### config.mk
export PLATFORM = sky130hd
export DESIGN_NAME = crs_div_step
export DESIGN_NICKNAME = d
export VERILOG_FILES = /design/src/crs_pkg.sv /design/src/crs_div_step.sv
export SDC_FILE = /design/constraint.sdc
export NUM_CORES = 1
export LEC_CHECK = 0
export ABC_AREA = 0
export BUFFER_PORTS_ARGS = -buffer_cell sky130_fd_sc_hd__buf_2
export CAP_MARGIN = 20
export CORE_AREA = 2 2 309 311
export CTS_CLUSTER_SIZE = 30
export DETAILED_ROUTE_END_ITERATION = 16
export DIE_AREA = 0 0 311 313
export GPL_ROUTABILITY_DRIVEN = 0
export GPL_TIMING_DRIVEN = 1
export HOLD_SLACK_MARGIN = 0.02
export PLACE_DENSITY_LB_ADDON = 0.15
export SYNTH_ARGS = -nofsm -noshare
export SYNTH_HDL_FRONTEND = slang
export SYNTH_SLANG_ARGS = --single-unit
### constraint.sdc
create_clock -name clk -period 1.7 [get_ports clk]
set_clock_uncertainty 0.15 [all_clocks]
set_input_delay 0.17 -clock clk [delete_from_list [all_inputs] [get_ports clk]]
set_output_delay 0.17 -clock clk [all_outputs]
set_load 0.03 [all_outputs]
### src/crs_pkg.sv
// Shared types, widths and helpers for the 3x3 Cramer's rule solver.
package crs_pkg;

    localparam int unsigned Q_W       = 16;  // Q8.8 input entry
    localparam int unsigned PROD_W    = 32;  // product of two entries
    localparam int unsigned COF_W     = 33;  // 2x2 minor
    localparam int unsigned TERM_W    = 49;  // entry times minor
    localparam int unsigned DET_W     = 51;  // sum of three terms
    localparam int unsigned MAG_W     = 48;  // |det| < 2^48
    localparam int unsigned QUO_W     = 32;  // quotient bits produced
    localparam int unsigned SOL_W     = 32;  // Q16.16 result
    localparam int unsigned DIV_STEPS = QUO_W;

    typedef logic signed [Q_W-1:0]   q88_t;
    typedef q88_t [2:0][2:0]         mat_t;   // [row][col]
    typedef q88_t [2:0]              vec_t;
    typedef logic signed [DET_W-1:0] det_t;
    typedef logic [MAG_W-1:0]        mag_t;
    typedef logic signed [SOL_W-1:0] sol_t;

    // Determinant front end to divider prep
    typedef struct packed {
        logic            valid;
        det_t            d;
        det_t [2:0]      dk;
    } det_res_t;

    // One divider stage, three lanes sharing one denominator
    typedef struct packed {
        logic                   valid;
        logic                   sing;
        mag_t                   den;
        logic [2:0][MAG_W-1:0]  rem;
        logic [2:0][QUO_W-1:0]  nlo;
        logic [2:0][QUO_W-1:0]  quo;
        logic [2:0]             neg;
        logic [2:0]             ovf;
    } div_t;

    // Cyclic neighbor indexes for 3x3 cofactors
    function automatic logic [1:0] nxt1(input logic [1:0] i);
        logic [1:0] r;
        case (i)
            2'd0:    r = 2'd1;
            2'd1:    r = 2'd2;
            default: r = 2'd0;
        endcase
        return r;
    endfunction

    function automatic logic [1:0] nxt2(input logic [1:0] i);
        logic [1:0] r;
        case (i)
            2'd0:    r = 2'd2;
            2'd1:    r = 2'd0;
            default: r = 2'd1;
        endcase
        return r;
    endfunction

endpackage

### src/crs_div_step.sv
// One restoring-division step for three lanes sharing a denominator.
module crs_div_step (
    input  logic          clk,
    input  logic          rst_n,
    input  logic          en,
    input  crs_pkg::div_t d_in,
    output crs_pkg::div_t d_out
);
    import crs_pkg::*;

    logic valid_reg;
    div_t data_reg;
    div_t data_next;
    logic [MAG_W:0] trial [3];

    // Shift in one numerator bit and subtract where it fits
    always_comb
    begin
        data_next = d_in;
        for (int l = 0; l < 3; l++)
        begin
            trial[l] = {d_in.rem[l], d_in.nlo[l][QUO_W-1]};
            data_next.nlo[l] = {d_in.nlo[l][QUO_W-2:0], 1'b0};
            if (trial[l] >= {1'b0, d_in.den})
            begin
                data_next.rem[l] = MAG_W'(trial[l] - {1'b0, d_in.den});
                data_next.quo[l] = {d_in.quo[l][QUO_W-2:0], 1'b1};
            end
            else
            begin
                data_next.rem[l] = trial[l][MAG_W-1:0];
                data_next.quo[l] = {d_in.quo[l][QUO_W-2:0], 1'b0};
            end
        end
    end

    always_ff @(posedge clk or negedge rst_n)
    begin
        if (!rst_n)
        begin
            valid_reg <= 1'b0;
        end
        else if (en)
        begin
            valid_reg <= d_in.valid;
        end
    end

    always_ff @(posedge clk)
    begin
        if (en)
        begin
            data_reg <= data_next;
        end
    end

    always_comb
    begin
        d_out       = data_reg;
        d_out.valid = valid_reg;
    end

endmodule

# ---- Word-level counts from Yosys, hierarchy flattened
# Index checks and enable logic that the tools add are counted.
dict set report word_totals {
  ff_bits 389
  inputBits 395
  output_inout_bits 392
  wordCells 26
}
dict set report classes {
  addsub 3
  n_lt_le_gt_ge 3
  mux 6
}
# operator n
set op_table {}
lappend op_table {{$ge A49 B48 Y1} 3}
lappend op_table {{$mux W48} 3}
lappend op_table {{$sub A48 B48 Y48} 3}
lappend op_table {{$mux W1} 3}

# ---- Depth between registers and ports, before layout
# Gate-level depths: netlist of the first run.
dict set report depth {
  ltp_word 2
  depth_mapped 16
  mapped_depth_nobuf 13
}

# ---- Worst setup path before layout of the first run
# Ideal clock, no wire load.
dict set report synth_timing {
  path_kind {input to register}
  start {input d_in[348] (netlist bit)}
  end {register data_reg, in the netlist d_out[206], data pin}
  setup_time_ns 0.262
  arrival_time_ns 2.576
  required_ns 1.288
  setup_slack_ns -1.288
  cell_stages 12
  path_buffers 1
  cell_sequence {inv_1 ha_1 a21oi_1 nor2_1 o41ai_2 a21oi_1 o21a_2 a31oi_1 o31ai_4 a31oi_2 buf_6 mux2_1}
}
# item line_no
set synth_lines {}
lappend synth_lines {{start, declared} crs_div_step.sv:6} ;# input crs_pkg::div_t d_in,
lappend synth_lines {{end signal, assigned} crs_div_step.sv:53} ;# data_reg <= data_next;
lappend synth_lines {{end, declared} crs_div_step.sv:12} ;# div_t data_reg;

==> reports/qor.yml, run 1 <==
finalWorstSetupSlack_ps: -1049
reg2reg_from: "valid_reg"
violations: "setup timing"
grt_pass1_vias: 25120
clkSlewWorstSetupHoldPaths_ps: 60
crit_type: "in2reg"
crit_slowest_cell: "o41ai_4"
cp.required_ps: 1940
drcViolationCount: 0
core_area_sq_um: 94160
cp-start-kind: "input pin"
vias: 23640
ff2ff_path_depth: 2
synth_area_leaders: "edfxtp_1 (53%), ha_1 (8.2%), a21oi_1 (3.9%)"
num-fill-cells: 8909
dp.final_hpwl_microns: 86830
ys_ff_latch: 389
synth_cell_types: 92
min_path_type: "in2reg"
yosys_warnings: 0
viasPerCell: 4.536
outcome: "finished with violations"
track_usage_pct: 22.47
fmax_mhz: 363.8
final_common_cell: "buf_2"
maxCapViolCount: 0
synth-async-reset-ratio_pct: 0.2571
fin_crit_ps: 2749
endpoint_kind: "register"
fp.dieH_microns: 313
grt_max_degree: 73
wl_per_cell_microns: 21.75
antenna_found_initial: 32
yosysSeqAreaShare_pct: 53.17
root_buffer: "clkbuf_16"
rr_endpoint: "valid_reg"
rows: 113
leakagePower_nw: 18.94
cts_sinks: 389
numPortBuffers: 780
largest_reg_flops: 388
crit_arrival_ps: 2980
final_nets: 4442
hold_ws_ps: 19.64
drt_iter0_markers: 1250
cp-endpoint: "d_out[264]"
top_level_ports: 787
finalMaxSlewViolations: 0
synth_cells: 1965
fin_crit_sh_pct: 161.7
crit_chain: "buf_8, clkinvlp_4, ha_4, buf_6, o211ai_1, a21oi_2, nor2b_4, o211ai_4, o21ai_4, o41ai_4, a31o_4, a21o_4, buf_12, mux2_4"
die-area_sq_um: 97340
clk_latency_ps: 630
htreeDepth: 2
synth_flop_cell: "edfxtp_1"
slew_headroom_pct: 34.79
slowest_delay_ps: 410
final_area_sq_um: 42810
drive_gt1_share_pct: 54.54
cp_max_fo: 7
grt.overflow.total: 0
tritoncts: "yes"
drt-total-wl_microns: 113300
synth_top_cell_by_area: "edfxtp_1"
worst_pin_slew_ps: 975.0
netlist_area_sq_um: 21960
pre_cts_slack_ps: -1934
setup.worst_path.start: "d_in[344]"
die_w_microns: 311
cp.depth: 14
clockBufferDepth: 3
ant_nets: 0
numCtsBuffers: 49
place_area_sq_um: 33020
initial_utilization_pct: 23.32
synth_top_area_share_pct: 53.06
power.density_nw_per_um2: 852.8
synth_edf_count: 388
critical-path-top-delay-family: "compound AO/OA/AOI/OAI gates"
ir_drop_mv: 0.6098
rsz0062_at_grt: "yes"
mostFrequentLayoutCells: "buf_2 (756), buf_4 (664), dlygate4sd3_1 (403), edfxtp_1 (388), a21oi_1 (130)"
areaGrowthSynthToFinish_pct: 94.98
rrSetupSlack_ps: 230
setup_viol: 413
hold_viol: 0
syn_area_per_cell_sq_um: 11.17
grt_first_pass_wirelength_microns: 162600
crit_buf_inv: 4
firstDrtPassIters: 5
-- routing by layer --
layer | up-vias | global-route usage (%) | share of wire [%] | wire (microns)
li1 | 11220 | - | - | -
met1 | 11450 | 25.04 | 38 | 42970
met2 | 722 | 41.26 | 52 | 58470
met3 | 206 | 5.419 | 6.1 | 6925
met4 | 34 | 8.399 | 4.2 | 4752
met5 | - | 0 | 0.19 | 217
-- area by class of cell --
cell class                 count  area (sq um)  area share, %
multi-input combinational   1402         12380          28.91
tap                         1265          1583          3.697
inverter                      94         465.4          1.087
clock inverter                34         281.5         0.6575
timing repair buffer        1964         15160          35.41
sequential                   389         11680          27.27
clock buffer                  57          1256          2.934
antenna                        6         15.01        0.03507
-- worst register-to-register path: stages, from the launching register on --
cell,delay (ps)
dfrtp_1,390
mux2_2,260
dlygate4sd3_1,550
-- worst min path at each step --
stage                          from         end  depth (start not counted)
after CTS                 d_in[217]  d_out[218]                          3
final                     d_in[245]  d_out[239]                          4
after floorplan               rst_n   valid_reg                          0
after global placement        rst_n   valid_reg                          1
after detailed placement      rst_n   valid_reg                          1
after global routing      d_in[245]  d_out[239]                          4
-- metrics by stage --
stage / util [%] / std cells / power (W) / setup TNS [ps]
floorplan: - / 1967 / 0.01832 / -147910
global placement: 35.07 / 4604 / 0.02358 / -249950
detailed placement: 35.07 / 4604 / 0.02358 / -250620
CTS: 44.48 / 5184 / 0.03652 / -174440
global route: 45.46 / 5209 / 0.03818 / -199030
finish: 45.47 / 5211 / 0.03651 / -175560
-- Yosys cell counts (all sizes together) (13+ instances only) --
cell type and n:
nor3 23, a21o 71, a21boi 13, a21oi 191, nand4 47, o21ai 174
nand2 194, nor2b 18, o21a 14, xnor2 72, clkbuf 41, inv 94
nand3 29, nor2 125, edfxtp 388, nand2b 22, mux2 18, and3 14
buf 41, xor2 51, o21bai 29, ha 144, a31oi 16
-- timing repair --
item / 4_1_cts / 5_1_grt
setup buffers: 68 / 36
hold buffers: 401 / 4
gates resized for setup: 520 / 227
setup endpoints to repair: 148 / 438
gates cloned: 23 / 0
hold endpoints to repair: 465 / 24
pin swaps: 142 / 85
-- cells by family after synthesis --
logic type,share of synthesized area [%]
AO/OA/AOI/OAI,17.54
XOR/XNOR,4.906
adder cells (fa/ha/maj),8.479
buffers and inverters,3.761
flip-flops,53.17
multiplexers,1.265
other,0.01708
AND/OR/NAND/NOR,10.85
-- power by group --
part / internal, W / total (W) / switching [W]
clock: 0.00578 / 0.0103 / 0.00450
combinational: 0.00629 / 0.0140 / 0.00773
sequential: 0.0119 / 0.0122 / 0.000345
total: 0.0239 / 0.0365 / 0.0126
Note: power is estimated with default switching activity, not from simulation.
==> run 2, diff against run 1 <==
--- a/config.mk
+++ b/config.mk
@@ -8,10 +8,12 @@
 export ABC_AREA = 0
 export BUFFER_PORTS_ARGS = -buffer_cell sky130_fd_sc_hd__buf_2
 export CAP_MARGIN = 20
-export CORE_AREA = 2 2 309 311
+export CELL_PAD_IN_SITES_DETAIL_PLACEMENT = 1
+export CELL_PAD_IN_SITES_GLOBAL_PLACEMENT = 2
+export CORE_AREA = 2 2 310 312
 export CTS_CLUSTER_SIZE = 30
 export DETAILED_ROUTE_END_ITERATION = 16
-export DIE_AREA = 0 0 311 313
+export DIE_AREA = 0 0 312 314
 export GPL_ROUTABILITY_DRIVEN = 0
 export GPL_TIMING_DRIVEN = 1
 export HOLD_SLACK_MARGIN = 0.02
==> constraint.sdc (replaced) <==
create_clock -name clk -period 2.4 [get_ports clk]
set_clock_uncertainty 0.15 [all_clocks]
set_input_delay 0.24 -clock clk [delete_from_list [all_inputs] [get_ports clk]]
set_output_delay 0.24 -clock clk [all_outputs]
set_load 0.03 [all_outputs]
==> run 2 against run 1 <==
Compared with the run above: the flow still finishes with violations (setup timing); routed wire length is 8.9% higher; global-route usage rose by 1.7 points; flip-flop and latch count is the same; die area rose by 0.64%; design area shrank 3.0%; core utilization decreased by 1.5 points; critical path depth did not move; count of clock-buffer cells in the layout increased by 1; first-iteration DRC count decreased by 5.8%; worst setup slack better by 570 ps; sequential power down 29%; power shrank 28%; critical path type unchanged.
==> reports/qor.yml, run 2 (synthesis gave the netlist of run 1 again) <==
outcome: "finished with violations"
violations: "setup timing"
drt_iter0_markers: 1178  # -5.8%
core_area_sq_um: 94450  # +0.30%
clk_latency_ps: 630  # about the same
viasPerCell: 4.569  # +0.74%
min_from: "d_in[285]"
mostFrequentLayoutCells: "buf_2 (763), buf_4 (661), dlygate4sd3_1 (390), edfxtp_1 (388), nand2_1 (149)"
p_int_w: 0.01750  # -27%
tritoncts: "yes"
hold_ws_ps: 46.74  # +27.11 ps
cp.required_ps: 2630  # +690 ps
grt_first_pass_wirelength_microns: 175200  # +7.8%
vias: 23620  # -0.076%
numCtsBuffers: 49  # unchanged
fin_crit_ps: 2876
clkSlewWorstSetupHoldPaths_ps: 60  # about the same
hold_path_depth: 5  # +1
rsz0062_at_grt: "yes"
endpoint_kind: "register"
fin_crit_sh_pct: 119.8
cts_sinks: 389  # unchanged
setup_viol: 147  # -64%
fp.dieH_microns: 314  # +0.32%
rows: 113  # unchanged
drt-total-wl_microns: 123500  # +8.9%
clkPwrFrac_pct: 31.1  # +2.9 points
pwr-share-comb_pct: 36.0  # -2.4 points
largest_reg_flops: 388  # unchanged
maxCapViolCount: 0  # unchanged
slowest_delay_ps: 360  # -50 ps
min_path_type: "in2reg"
crit_type: "in2reg"
grt_use_met2_pct: 44.69  # +3.4 points
hold_viol: 0  # unchanged
numPortBuffers: 780  # unchanged
cp-start-kind: "input pin"
wl_per_cell_microns: 23.89  # +9.8%
die-area_sq_um: 97970  # +0.64%
root_buffer: "clkbuf_16"
clockBufferDepth: 3  # unchanged
finalWorstSetupSlack_ps: -476.0  # +572.8 ps
cp_max_fo: 8  # +1
swShare_pct: 33.69  # -0.73 points
final_common_cell: "buf_2"
die_w_microns: 312  # +0.32%
final_nets: 4401  # -0.92%
top_level_ports: 787  # unchanged
ant_nets: 0  # unchanged
firstDrtPassIters: 5  # unchanged
reg2reg_from: "valid_reg"
grt_max_degree: 82  # +12%
areaGrowthSynthToFinish_pct: 89.10
cpMostUsedCell: "buf_4"
grt.overflow.total: 0  # unchanged
p_switching_w: 0.008894  # -29%
holdPathEnd: "d_out[286]"
crit_arrival_ps: 3100  # +120 ps
initial_utilization_pct: 23.25  # -0.070 points
antenna_found_initial: 28  # -13%
gr-usage-met1_pct: 27.37  # +2.3 points
drcViolationCount: 0  # unchanged
leakagePower_nw: 18.17  # -4.1%
placed_cells: 4599  # -0.11%
rrSetupSlack_ps: 1470  # +1240 ps
grt_busiest_layer: "met2"
design_power_total_w: 0.02640  # -28%
ir_drop_mv: 0.4544  # -25%
fmax_mhz: 347.7
drive_gt1_share_pct: 51.77  # -2.8 points
seq_power_share_pct: 32.9  # -0.5 points
track_usage_pct: 24.16  # +1.7 points
dp.final_hpwl_microns: 95940  # +10%
finalMaxSlewViolations: 0  # unchanged
power.density_nw_per_um2: 635.7  # -25%
crit_chain: "buf_4, clkinvlp_4, ha_4, nand2_1, nor4_2, o21ai_1, nand3_2, o21ai_4, o41ai_4, buf_4, a31o_4, a21o_4, buf_12, mux2_4"
use_met3_pct: 4.809  # -0.61 points
ff2ff_path_depth: 1  # -1
grt_pass1_vias: 25760  # +2.5%
htreeDepth: 2  # unchanged
rr_endpoint: "valid_reg"
crit_slowest_cell: "ha_4"
final_cells: 5169  # -0.81%
[run 2: cell type report]
type | count | area [sq um]
Fill cell | 10520 | 52920
Tap cell | 1265 | 1583
Clock inverter | 30 | 434.2
Multi-Input combinational cell | 1402 | 11650
Inverter | 94 | 455.4
Sequential cell | 389 | 11680
Antenna cell | 8 | 20.02
Timing Repair Buffer | 1923 | 14410
Clock buffer | 58 | 1291
[run 2: critical path, delay by kind of cell]
| family | cells | cell delay, ps |
|---|---|---|
| buf+inv | 4 | 700 |
| mux | 1 | 310 |
| fa+ha+maj | 1 | 360 |
| simple gates | 3 | 510 |
| compound gates | 5 | 980 |
[run 2: through the flow]
stage                     utilization (%)  TNS, ps  setup WS (ps)  cell area [sq um]
after global placement              34.82  -165340          -1411              32890
final                               43.97   -47000         -476.0              41520
after CTS                           42.76   -34890         -377.7              40390
after global routing                43.96   -56950         -542.7              41520
after detailed placement            34.82  -167030          -1420              32890
after floorplan                         -   -55380         -547.1              22770
[run 2: routing by layer]
metal | vias to the layer above | share of wire [%]
met5 | - | 0.17
met4 | 30 | 4.2
met1 | 11650 | 39
li1 | 11120 | -
met2 | 627 | 52
met3 | 194 | 4.6
[run 2: power by group through the flow]
stage          clock network, W  logic [W]  registers, W
2_1_floorplan                 0    0.00272        0.0103
3_3_place_gp                  0    0.00790       0.00881
3_5_place_dp                  0    0.00800       0.00881
4_1_cts                 0.00841    0.00914       0.00869
5_1_grt                 0.00864     0.0101       0.00874
6_report                0.00820    0.00951       0.00868
[run 2: worst max-delay path by stage]
stage              start         end  cells after the start
2_1_floorplan  d_in[358]  d_out[206]                     14
3_3_place_gp   d_in[384]  d_out[213]                     17
3_5_place_dp   d_in[384]  d_out[210]                     17
4_1_cts        d_in[366]  d_out[206]                     14
5_1_grt        d_in[363]  d_out[254]                     14
6_report       d_in[365]  d_out[254]                     14
[run 2: repair_timing]
item	CTS	global route
cloned	5	8
resized for setup	300	188
setup endpoints to repair	147	147
pin swaps	102	63
setup buffers	48	34
hold buffers	390	0
hold endpoints to repair	410	0
